$ cat config.mk
export PLATFORM = sky130hd
export DESIGN_NAME = lru_key_value_cache
export DESIGN_NICKNAME = d
export VERILOG_FILES = /design/src/hdl/lkv_pkg.sv /design/src/hdl/lru_key_value_cache.sv /design/src/hdl/lkv_ram.sv /design/src/hdl/lkv_ctrl.sv /design/src/hdl/lkv_dpath.sv
export VERILOG_INCLUDE_DIRS = /design/src /design/src/hdl
export SDC_FILE = /design/constraint.sdc
export NUM_CORES = 2
export LEC_CHECK = 0
export BUFFER_PORTS_ARGS = -buffer_cell sky130_fd_sc_hd__buf_4
export CORE_MARGIN = 10
export CORE_UTILIZATION = 50
export CTS_CLUSTER_SIZE = 8
export DETAILED_ROUTE_END_ITERATION = 10
export HOLD_SLACK_MARGIN = 0.05
export PLACE_DENSITY_LB_ADDON = 0.1
export SETUP_SLACK_MARGIN = 0.5
export SYNTH_ARGS = -nofsm -noshare
export SYNTH_HDL_FRONTEND = slang
export SYNTH_SLANG_ARGS = --single-unit
$ cat constraint.sdc
create_clock -name clk -period 7.6 [get_ports clk]
set_clock_uncertainty 0.2 [all_clocks]
set_input_delay 1.14 -clock clk [delete_from_list [all_inputs] [get_ports clk]]
set_output_delay 1.14 -clock clk [all_outputs]
set_load 0.05 [all_outputs]
$ cat src/hdl/lru_key_value_cache_defines.svh
// ----------------------------------------------------------------------------
// LRU key-value cache assertion macros
// Concurrent assertion wrappers, compiled out under ASSERT_OFF.
// ----------------------------------------------------------------------------
`ifndef LRU_KEY_VALUE_CACHE_DEFINES_SVH
`define LRU_KEY_VALUE_CACHE_DEFINES_SVH
`ifndef ASSERT_OFF
`define ASSERT_IMPLIES(label, clock, reset, ante, cons, msg) \
  label: assert property (@(posedge clock) disable iff (reset) (ante) |-> (cons)) \
    else $error(msg);
`define ASSERT_ALWAYS(label, clock, reset, cond, msg) \
  label: assert property (@(posedge clock) disable iff (reset) (cond)) \
    else $error(msg);
`else
`define ASSERT_IMPLIES(label, clock, reset, ante, cons, msg)
`define ASSERT_ALWAYS(label, clock, reset, cond, msg)
`endif
`endif

$ cat src/hdl/lkv_pkg.sv
`timescale 1ns / 1ps
// ----------------------------------------------------------------------------
// LRU key-value cache package
// Widths, codes, payload and control types shared by the cache modules.
// ----------------------------------------------------------------------------
package lkv_pkg;

  localparam int MAX_ENTRIES_DEF = 16;
  localparam int KEY_W           = 32;
  localparam int VAL_W           = 32;
  localparam int CAP_W           = 5;
  localparam int APB_DW          = 32;
  localparam int APB_AW          = 3;

  localparam logic [CAP_W-1:0] CAP_RESET    = 5'd16;
  localparam logic [0:0]       REG_CAPACITY = 1'b0;
  localparam logic [VAL_W-1:0] MISS_DATA    = '1;

  typedef enum logic {
    OP_GET = 1'b0,
    OP_SET = 1'b1
  } op_e;

  typedef struct packed {
    op_e                     op;
    logic signed [KEY_W-1:0] key;
    logic signed [VAL_W-1:0] value;
  } req_t;

  typedef struct packed {
    logic                    hit;
    logic signed [VAL_W-1:0] data;
  } rsp_t;

  typedef struct packed {
    logic load_req;
    logic match;
    logic resolve;
    logic update;
    logic load_rsp;
  } lkv_cmd_t;

  typedef struct packed {
    logic is_get;
  } lkv_sts_t;

endpackage

$ cat src/hdl/lru_key_value_cache.sv
`timescale 1ns / 1ps
// ----------------------------------------------------------------------------
// LRU key-value cache
// Fully associative key-value store with least-recently-used replacement.
//
//   port group  dir  handshake              beat
//   req         in   req_valid/req_ready    op, key, value
//   rsp         out  rsp_valid/rsp_ready    hit, data (get only)
//   apb         in   psel/penable/pwrite    capacity at address 0
//
// An item passes through accept, key compare, hit and slot resolve, then
// rank update with the value memory write or the registered value read.
// A get waits in reply while the previous result beat is still held.
// Reset is synchronous; it empties the store and sets capacity to 16.
// A capacity write also empties the store.
// ----------------------------------------------------------------------------
module lru_key_value_cache
  import lkv_pkg::*;
#(
  parameter int MAX_ENTRIES = MAX_ENTRIES_DEF
) (
  input  logic              clk,
  input  logic              rst,
  input  logic              req_valid,
  output logic              req_ready,
  input  req_t              req,
  output logic              rsp_valid,
  input  logic              rsp_ready,
  output rsp_t              rsp,
  input  logic              psel,
  input  logic              penable,
  input  logic              pwrite,
  input  logic [APB_AW-1:0] paddr,
  input  logic [APB_DW-1:0] pwdata,
  output logic [APB_DW-1:0] prdata,
  output logic              pready
);

  lkv_cmd_t         cmd;
  lkv_sts_t         sts;
  logic             cfg_we;
  logic [CAP_W-1:0] capacity;

  assign pready = 1'b1;
  assign cfg_we = psel && penable && pwrite && pready && (paddr[2:2] == REG_CAPACITY);
  assign prdata = (paddr[2:2] == REG_CAPACITY) ? APB_DW'(capacity) : '0;

  lkv_ctrl u_ctrl (
    .clk       (clk),
    .rst       (rst),
    .req_valid (req_valid),
    .req_ready (req_ready),
    .rsp_valid (rsp_valid),
    .rsp_ready (rsp_ready),
    .sts       (sts),
    .cmd       (cmd)
  );

  lkv_dpath #(
    .MAX_ENTRIES (MAX_ENTRIES)
  ) u_dpath (
    .clk       (clk),
    .rst       (rst),
    .cmd       (cmd),
    .sts       (sts),
    .req       (req),
    .rsp       (rsp),
    .cfg_we    (cfg_we),
    .cfg_wdata (pwdata[CAP_W-1:0]),
    .capacity  (capacity)
  );

endmodule

$ cat src/hdl/lkv_ram.sv
`timescale 1ns / 1ps
// ----------------------------------------------------------------------------
// LRU key-value cache RAM
// Generic single-write, single-read memory with registered read data.
// ----------------------------------------------------------------------------
module lkv_ram #(
  parameter int WIDTH = 32,
  parameter int DEPTH = 16
) (
  input  logic                     clk,
  input  logic                     we,
  input  logic [$clog2(DEPTH)-1:0] waddr,
  input  logic [WIDTH-1:0]         wdata,
  input  logic                     re,
  input  logic [$clog2(DEPTH)-1:0] raddr,
  output logic [WIDTH-1:0]         rdata
);

  logic [WIDTH-1:0] mem [DEPTH];

  always_ff @(posedge clk) begin
    if (we) begin
      mem[waddr] <= wdata;
    end
    if (re) begin
      rdata <= mem[raddr];
    end
  end

endmodule

$ cat src/hdl/lkv_ctrl.sv
`timescale 1ns / 1ps
`include "lru_key_value_cache_defines.svh"
// ----------------------------------------------------------------------------
// LRU key-value cache controller
// Sequences match, resolve and update steps and owns the result handshake.
// ----------------------------------------------------------------------------
module lkv_ctrl
  import lkv_pkg::*;
(
  input  logic     clk,
  input  logic     rst,
  input  logic     req_valid,
  output logic     req_ready,
  output logic     rsp_valid,
  input  logic     rsp_ready,
  input  lkv_sts_t sts,
  output lkv_cmd_t cmd
);

  typedef enum logic [4:0] {
    S_IDLE    = 5'b00001,
    S_MATCH   = 5'b00010,
    S_RESOLVE = 5'b00100,
    S_UPDATE  = 5'b01000,
    S_REPLY   = 5'b10000
  } state_t;

  state_t state, state_next;
  logic   rsp_free;

  assign rsp_free  = !rsp_valid || rsp_ready;
  assign req_ready = (state == S_IDLE);

  always_comb begin
    state_next = state;
    cmd        = '0;
    unique case (state)
      S_IDLE: begin
        if (req_valid) begin
          cmd.load_req = 1'b1;
          state_next   = S_MATCH;
        end
      end
      S_MATCH: begin
        cmd.match  = 1'b1;
        state_next = S_RESOLVE;
      end
      S_RESOLVE: begin
        cmd.resolve = 1'b1;
        state_next  = S_UPDATE;
      end
      S_UPDATE: begin
        cmd.update = 1'b1;
        if (!sts.is_get) begin
          state_next = S_IDLE;
        end else if (rsp_free) begin
          cmd.load_rsp = 1'b1;
          state_next   = S_IDLE;
        end else begin
          state_next = S_REPLY;
        end
      end
      S_REPLY: begin
        if (rsp_free) begin
          cmd.load_rsp = 1'b1;
          state_next   = S_IDLE;
        end
      end
      default: begin
        state_next = S_IDLE;
      end
    endcase
  end

  always_ff @(posedge clk) begin
    if (rst) begin
      state     <= S_IDLE;
      rsp_valid <= 1'b0;
    end else begin
      state <= state_next;
      if (cmd.load_rsp) begin
        rsp_valid <= 1'b1;
      end else if (rsp_ready) begin
        rsp_valid <= 1'b0;
      end
    end
  end

  `ASSERT_IMPLIES(a_no_overwrite, clk, rst, cmd.load_rsp, rsp_free, "result overwritten while pending")
  `ASSERT_IMPLIES(a_reply_pending, clk, rst, state == S_REPLY, rsp_valid, "reply wait without pending beat")
  `ASSERT_IMPLIES(a_set_no_reply, clk, rst, cmd.update && !sts.is_get, !cmd.load_rsp, "set produced a result")

endmodule

$ cat src/hdl/lkv_dpath.sv
`timescale 1ns / 1ps
`include "lru_key_value_cache_defines.svh"
// ----------------------------------------------------------------------------
// LRU key-value cache datapath
// Key compare row, age ranks, slot choice, value memory and result register.
// ----------------------------------------------------------------------------
module lkv_dpath
  import lkv_pkg::*;
#(
  parameter int MAX_ENTRIES = MAX_ENTRIES_DEF
) (
  input  logic             clk,
  input  logic             rst,
  input  lkv_cmd_t         cmd,
  output lkv_sts_t         sts,
  input  req_t             req,
  output rsp_t             rsp,
  input  logic             cfg_we,
  input  logic [CAP_W-1:0] cfg_wdata,
  output logic [CAP_W-1:0] capacity
);

  localparam int RW = $clog2(MAX_ENTRIES);
  localparam int CW = $clog2(MAX_ENTRIES + 1);
  localparam logic [7:0] MAX_W8 = 8'(MAX_ENTRIES);

  req_t                   req_q;
  logic [KEY_W-1:0]       keys [MAX_ENTRIES];
  logic [RW-1:0]          rank [MAX_ENTRIES];
  logic [MAX_ENTRIES-1:0] valid;
  logic [CW-1:0]          count;
  logic [MAX_ENTRIES-1:0] match;

  logic                   hit_q;
  logic [RW-1:0]          hit_idx_q;
  logic [RW-1:0]          hit_rank_q;
  logic                   evict_q;
  logic [MAX_ENTRIES-1:0] slot_oh_q;
  logic [RW-1:0]          slot_idx_q;
  logic                   slot_found_q;

  logic [MAX_ENTRIES-1:0] match_c;
  logic [RW-1:0]          hit_idx_c;
  logic [RW-1:0]          hit_rank_c;
  logic [CW-1:0]          eff_cap;
  logic                   evict_c;
  logic [RW-1:0]          last_rank;
  logic [MAX_ENTRIES-1:0] old_oh;
  logic [MAX_ENTRIES-1:0] free;
  logic [MAX_ENTRIES-1:0] free_oh;
  logic [MAX_ENTRIES-1:0] slot_oh_c;
  logic [RW-1:0]          slot_idx_c;

  logic                   is_set;
  logic                   ins;
  logic                   ram_we;
  logic [RW-1:0]          ram_waddr;
  logic [VAL_W-1:0]       ram_rdata;

  assign is_set     = (req_q.op == OP_SET);
  assign sts.is_get = (req_q.op == OP_GET);
  assign ins        = cmd.update && is_set && !hit_q && slot_found_q;

  always_comb begin
    if (capacity == '0) begin
      eff_cap = CW'(1);
    end else if ({3'b000, capacity} > MAX_W8) begin
      eff_cap = CW'(MAX_ENTRIES);
    end else begin
      eff_cap = CW'(capacity);
    end
  end

  assign evict_c   = (count >= eff_cap);
  assign last_rank = RW'(count - CW'(1));
  assign free      = ~valid;
  assign free_oh   = free & (~free + MAX_ENTRIES'(1));

  always_comb begin
    for (int i = 0; i < MAX_ENTRIES; i++) begin
      match_c[i] = valid[i] && (keys[i] == req_q.key);
      old_oh[i]  = valid[i] && (rank[i] == last_rank);
    end
  end

  assign slot_oh_c = evict_c ? old_oh : free_oh;

  always_comb begin
    hit_idx_c  = '0;
    hit_rank_c = '0;
    slot_idx_c = '0;
    for (int i = 0; i < MAX_ENTRIES; i++) begin
      if (match[i]) begin
        hit_idx_c  = hit_idx_c | RW'(i);
        hit_rank_c = hit_rank_c | rank[i];
      end
      if (slot_oh_c[i]) begin
        slot_idx_c = slot_idx_c | RW'(i);
      end
    end
  end

  always_ff @(posedge clk) begin
    if (rst) begin
      capacity <= CAP_RESET;
      valid    <= '0;
      count    <= '0;
      match    <= '0;
    end else if (cfg_we) begin
      capacity <= cfg_wdata;
      valid    <= '0;
      count    <= '0;
      match    <= '0;
    end else begin
      if (cmd.match) begin
        match <= match_c;
      end
      if (ins) begin
        valid <= valid | slot_oh_q;
        if (!evict_q) begin
          count <= count + CW'(1);
        end
      end
    end
  end

  always_ff @(posedge clk) begin
    if (cmd.update && hit_q) begin
      for (int i = 0; i < MAX_ENTRIES; i++) begin
        if (match[i]) begin
          rank[i] <= '0;
        end else if (valid[i] && (rank[i] < hit_rank_q)) begin
          rank[i] <= rank[i] + RW'(1);
        end
      end
    end else if (ins) begin
      for (int i = 0; i < MAX_ENTRIES; i++) begin
        if (slot_oh_q[i]) begin
          rank[i] <= '0;
          keys[i] <= req_q.key;
        end else if (valid[i]) begin
          rank[i] <= rank[i] + RW'(1);
        end
      end
    end
  end

  always_ff @(posedge clk) begin
    if (cmd.load_req) begin
      req_q <= req;
    end
    if (cmd.resolve) begin
      hit_q        <= |match;
      hit_idx_q    <= hit_idx_c;
      hit_rank_q   <= hit_rank_c;
      evict_q      <= evict_c;
      slot_oh_q    <= slot_oh_c;
      slot_idx_q   <= slot_idx_c;
      slot_found_q <= |slot_oh_c;
    end
    if (cmd.load_rsp) begin
      rsp.hit  <= hit_q;
      rsp.data <= hit_q ? ram_rdata : MISS_DATA;
    end
  end

  assign ram_we    = cmd.update && is_set && (hit_q || slot_found_q);
  assign ram_waddr = hit_q ? hit_idx_q : slot_idx_q;

  lkv_ram #(
    .WIDTH (VAL_W),
    .DEPTH (MAX_ENTRIES)
  ) u_values (
    .clk   (clk),
    .we    (ram_we),
    .waddr (ram_waddr),
    .wdata (req_q.value),
    .re    (cmd.resolve),
    .raddr (hit_idx_c),
    .rdata (ram_rdata)
  );

  `ASSERT_ALWAYS(a_count_valid, clk, rst, $countones(valid) == int'(count), "entry count off")
  `ASSERT_ALWAYS(a_unique_key, clk, rst, $onehot0(match), "key present in two entries")
  `ASSERT_IMPLIES(a_slot_found, clk, rst, cmd.update && is_set && !hit_q, slot_found_q, "no slot for insert")

endmodule

=== Yosys cells after proc, flatten, opt, wreduce, memory -nomap -nowiden ===
Memories as Yosys holds them, arrays and structs flattened. A register that Yosys moved wholly into a read port is not among the register bits.
Index checks and enable logic that the tools add are counted.

* Bitwise operators: 69
* Shifts and indexed selects: 0
* Multiply operators: 0
* Reductions and logical operators: 70
* Divide/modulo/power cells: 0
* Add/subtract/negate cells: 19
* Eq/ne operators: 39
* Magnitude comparators: 18
* Mux-type cells: 370

{| class="wikitable"
|+ Operator list
! cell !! number
|-
| $eq A32 B32 Y1 || 16
|-
| $mux W4 || 79
|-
| $mux W1 || 269
|-
| $add A4 B1 Y4 const B || 16
|-
| $eq A4 B4 Y1 || 16
|-
| $lt A4 B4 Y1 || 16
|-
| $or A4 B4 Y4 || 15
|-
| $logic_and A1 B1 Y1 || 56
|-
| $or A1 B1 Y1 || 48
|-
| $mux W5 || 7
|-
| $not A16 Y16 || 2
|-
| $reduce_or A16 Y1 || 2
|-
| $pmux W5 S5 || 1
|-
| $mux W3 || 8
|-
| $add A16 B1 Y16 const B || 1
|-
| $and A16 B16 Y16 || 1
|-
| $mux W16 || 1
|-
| $or A16 B16 Y16 || 1
|-
| $mux W2 || 4
|-
| $reduce_or A8 Y1 || 1
|-
| $add A5 B1 Y5 const B || 1
|-
| $eq A5 B1 Y1 const B || 1
|-
| $eq A5 B2 Y1 const B || 1
|-
| $eq A5 B3 Y1 const B || 1
|-
| 16 further kinds || 21
|}

* Output and inout bits: 68
* Input bits: 107
* Flip-flop bits (word level): 177
* Bits in writable memories: 1088
* Memories: 3
* Latch bits: 0
* ROM bits: 0
* Word-level logic and storage cells: 609

{| class="wikitable"
|+ Memory list
! name !! depth !! width !! rd ports !! clocked after memory_dff !! write ports !! RTL line !! source
|-
| u_dpath.keys || 16 || 32 || 16 || 0 || 16 || lkv_dpath.sv:28 || <nowiki>logic [KEY_W-1:0] keys [MAX_ENTRIES];</nowiki>
|-
| u_dpath.u_values.mem || 16 || 32 || 1 || 1 || 1 || lkv_ram.sv:19 || <nowiki>logic [WIDTH-1:0] mem [DEPTH];</nowiki>
|-
| u_dpath.rank || 16 || 4 || 16 || 0 || 16 || lkv_dpath.sv:29 || <nowiki>logic [RW-1:0] rank [MAX_ENTRIES];</nowiki>
|}

=== Logic depth before layout (Yosys ltp) ===
An unclocked memory read counts as a cell.

* Depth in word-level cells: 32
* Gate-level depth with buffers: 12

=== Modules after synthesis ===
A second synthesis with hierarchy kept.

* Cells, all modules: 3238
* Area, all modules: 54100.6 um2

{| class="wikitable"
|+ Modules (own cells, without submodules)
! module !! area each (um2) !! times used !! cells each
|-
| lkv_dpath || 33354.5 || 1 || 2329
|-
| lkv_ram || 20155.6 || 1 || 838
|-
| lkv_ctrl || 319.1 || 1 || 35
|-
| lru_key_value_cache || 271.5 || 1 || 36
|}

=== Worst setup path before layout ===
No wires, ideal clock.

* Kind: in2reg
* Start point: in req_valid
* End point: reg u_dpath.req_q, in the netlist u_dpath.is_set (enable)
* Arrival: 3.891 ns
* Library setup time: 0.489 ns
* Slack: 3.021 ns
* Stages on the path: 2
* Required time: 6.911 ns
* Cell sequence: inv_1 > nor2_1

{| class="wikitable"
|+ RTL lines
! what !! RTL line !! source
|-
| start, declared || lru_key_value_cache.sv:24 || <nowiki>input logic req_valid,</nowiki>
|-
| end signal, assigned || lkv_dpath.sv:150 || <nowiki>req_q <= req;</nowiki>
|-
| end, declared || lkv_dpath.sv:27 || <nowiki>req_t req_q;</nowiki>
|}

=== Final worst setup path ===
* Start point: reg u_dpath.match[11]
* End point: reg u_dpath.u_values.rdata[21], read port of u_dpath.u_values.mem (data pin)

* Cells in the longest elaborated chain, start to end: 5

{| class="wikitable"
|+ RTL lines
! what !! RTL line !! source
|-
| start, declared || lkv_dpath.sv:32 || <nowiki>logic [MAX_ENTRIES-1:0] match;</nowiki>
|-
| start signal, assigned || lkv_dpath.sv:116 || <nowiki>match <= match_c;</nowiki>
|-
| $mux W4 (5 in a row) || lkv_dpath.sv:93 || <nowiki>if (match[i]) begin</nowiki>
|-
| end, declared || lkv_ram.sv:16 || <nowiki>output logic [WIDTH-1:0] rdata</nowiki>
|}

No other way between the ends.
A chain may end at the register's enable or synchronous reset.

==> run metrics <==
run status complete, no violations; P per Cell Area 254 nW/um2; Main synth FF type edfxtp_1; FILL cells 8647; sw frac 21.3%; cts bufs inserted 180; CTS tree built; clock transition at the registers of the reported paths 0.05 ns; cell row count ~120; area leader, netlist edfxtp_1; final setup vio count 0; Initial Util between 50% and 60%; DP HPWL 76900 um; Post-CTS Setup Bufs 0; most common library cells after synthesis edfxtp_1, nand2_1, xnor2_1; n_diodes 0; P&R area growth vs syn 13.8%; Sw Pwr 3.37 mW; # IOs 175; Static Leak 20.5 nW; relative slew slack 13.0%; register area share after synthesis 70.2%; die area around 120000 um2; Avg WL per Cell between 20 and 25 um; Slew @ Worst Pin between 1 and 1.5 ns; synthesized flop and latch total between 1000 and 1500; Max IR drop VDD 0.190 mV; total of max-cap violations 0; DRT Pass-1 Iters 6; synthesized instance count 3944; core area 109000 um2; most frequent cell after synthesis edfxtp_1; proportion of power drawn by the clock network 45.5%; total gr overflow 0; first-pass GRT wire length 205000 um; initial antenna violation count 0; CP max FO between 150 and 200; sequential power share about half; IO buf count 117; vias 32400; fin nets 4286; total number of H-tree levels 4; WP data arrival 4.49 ns; Min-Delay Path Class register to register; fin. max-slew vios 0; largest net degree at the start of global routing 193; WL final 138000 um; count of flip-flops with a built-in enable after synthesis 1245; share of cells above drive strength 1 between 10% and 20%; Post-Syn Area between 50000 and 60000 um2; Clock Latency Late Sink around 0.78 ns; P_int 12.4 mW; vias in the first global route 31300; CP Class register to register; post-cts sizing count 0; DRT antenna net count 0; die height 351 um; Crit path required time 7.98 ns; GRT Util Overall 22.2%; Overall Power 15.8 mW; Final Wtd Congestion between 0.9 and 1; Logic pwr share about 3.9%; Synth warnings 0; Async SR Flop Fraction 0%; post-synth top area share 68.3%; maximum buffer depth of the clock tree 3; hold buffer count at CTS 0; synth top area cells edfxtp_1, xnor2_1, nand2_1; Max Freq 244 MHz; Root Driver clkbuf_16; Vias/cell 5.80; Final min period about 4.1 ns; synth unique cells 70; unrepaired setup endpoints after global routing no; 1st-iter DRT viols 2989; setup tns final 0 ns; die width 351 um; Mean Syn Cell Area 13.9 um2; crit path capture type register; Final Hold Viols 0; Post-route DRC 0; startpoint types register; Final period util between 50 and 60%; clk sinks 1297
## cell type report
| type | instances | area, um2 | share of cell area, % |
|---|---|---|---|
| Clock inverter | 13 | 220 | 0.354 |
| Clock buffer | 234 | 4750 | 7.63 |
| Inverter | 37 | 153 | 0.245 |
| Sequential cell | 1297 | 38400 | 61.7 |
| Timing Repair Buffer | 211 | 1600 | 2.56 |
| Multi-Input combinational cell | 2381 | 15400 | 24.7 |
| Tap cell | 1414 | 1770 | 2.84 |
## logic make-up (layout without fill, tap and decap cells)
group / Yosys count / after routing / synth area share [%]
adders and majority gates: 71 / 71 / 1.62
other: 2 / 28 / 0.0137
and+or+nand+nor: 1323 / 1323 / 11.4
muxes: 5 / 5 / 0.0914
AOI/OAI and AO/OA: 346 / 346 / 4.55
buffers and inverters: 292 / 495 / 2.28
xor gates and xnor gates: 608 / 608 / 9.86
DFF: 1297 / 1297 / 70.2
## layout by cell type, fill, tap and decap left out, drive strengths merged, types with 52 or more instances in the layout
master  count
a311oi     96
ha         71
xnor2     495
clkbuf    234
nand2b     54
edfxtp   1245
buf       211
nand2     571
nor2      160
nand3     200
dfxtp      52
a21oi      81
and3       82
nand4     120
xor2      109
## power by group through the flow
| stage | Clock (mW) | Sequential, mW | Combinational, mW |
|---|---|---|---|
| after floorplan | 0 | 8.14 | 0.364 |
| after global placement | 0 | 8.14 | 0.617 |
| after detailed placement | 0 | 8.14 | 0.623 |
| after CTS | 7.31 | 8.00 | 0.626 |
| after global routing | 7.61 | 8.00 | 0.665 |
| final | 7.19 | 8.00 | 0.617 |
## metrics by stage
stage	utilization [%]	worst slack [ns]	instance area, um2	cells	hold slack, ns
floorplan	-	3.02	54800	3970	0.224
global placement	52.6	3.57	57300	5340	0.272
detailed placement	52.6	3.56	57300	5340	0.285
CTS	57.2	3.54	62300	5587	0.283
global route	57.2	3.27	62300	5587	0.310
finish	57.2	3.49	62300	5587	0.291
## final timing paths
path,endpoint,slack [ns],startpoint,depth (start not counted)
worst max-delay path,u_dpath.u_values.rdata[21]$_DFFE_PN_,3.49,u_dpath.match[11]$_SDFFE_PP0P_,9
worst min-delay path,u_dpath.rsp[5]$_SDFFCE_PN1P_,0.29,u_dpath.u_values.rdata[5]$_DFFE_PN_,1
worst max register to register,u_dpath.u_values.rdata[21]$_DFFE_PN_,3.49,u_dpath.match[11]$_SDFFE_PP0P_,9
worst min register to register,u_dpath.rsp[5]$_SDFFCE_PN1P_,0.29,u_dpath.u_values.rdata[5]$_DFFE_PN_,1
## worst max-delay path, cell delays in order, from the launching register on
cell	delay, ns
dfxtp_1	0.65
nor4_1	0.14
and3_4	0.21
inv_8	0.69
buf_4	0.91
nand2_1	0.10
and3_1	0.19
a311oi_1	0.27
a31oi_1	0.09
a21oi_1	0.27
## flip-flops by register name, indices dropped and copies added, names as in the netlist, 16 cells and up
signal,cells
u_dpath.keys,512
u_dpath.match,16
u_dpath.rank,64
u_dpath.req_q,64
u_dpath.rsp,33
u_dpath.slot_oh_q,16
u_dpath.u_values.mem,512
u_dpath.u_values.rdata,32
u_dpath.valid,16
## layer usage
| metal | share of wire, % | vias up | track usage [%] |
|---|---|---|---|
| met5 | 0 | - | 0 |
| li1 | - | 14700 | - |
| met4 | 2.0 | 0 | 5.71 |
| met2 | 45 | 1067 | 33.6 |
| met3 | 6.4 | 215 | 3.89 |
| met1 | 47 | 16400 | 33.2 |
Power figures use the tool's default switching activity.
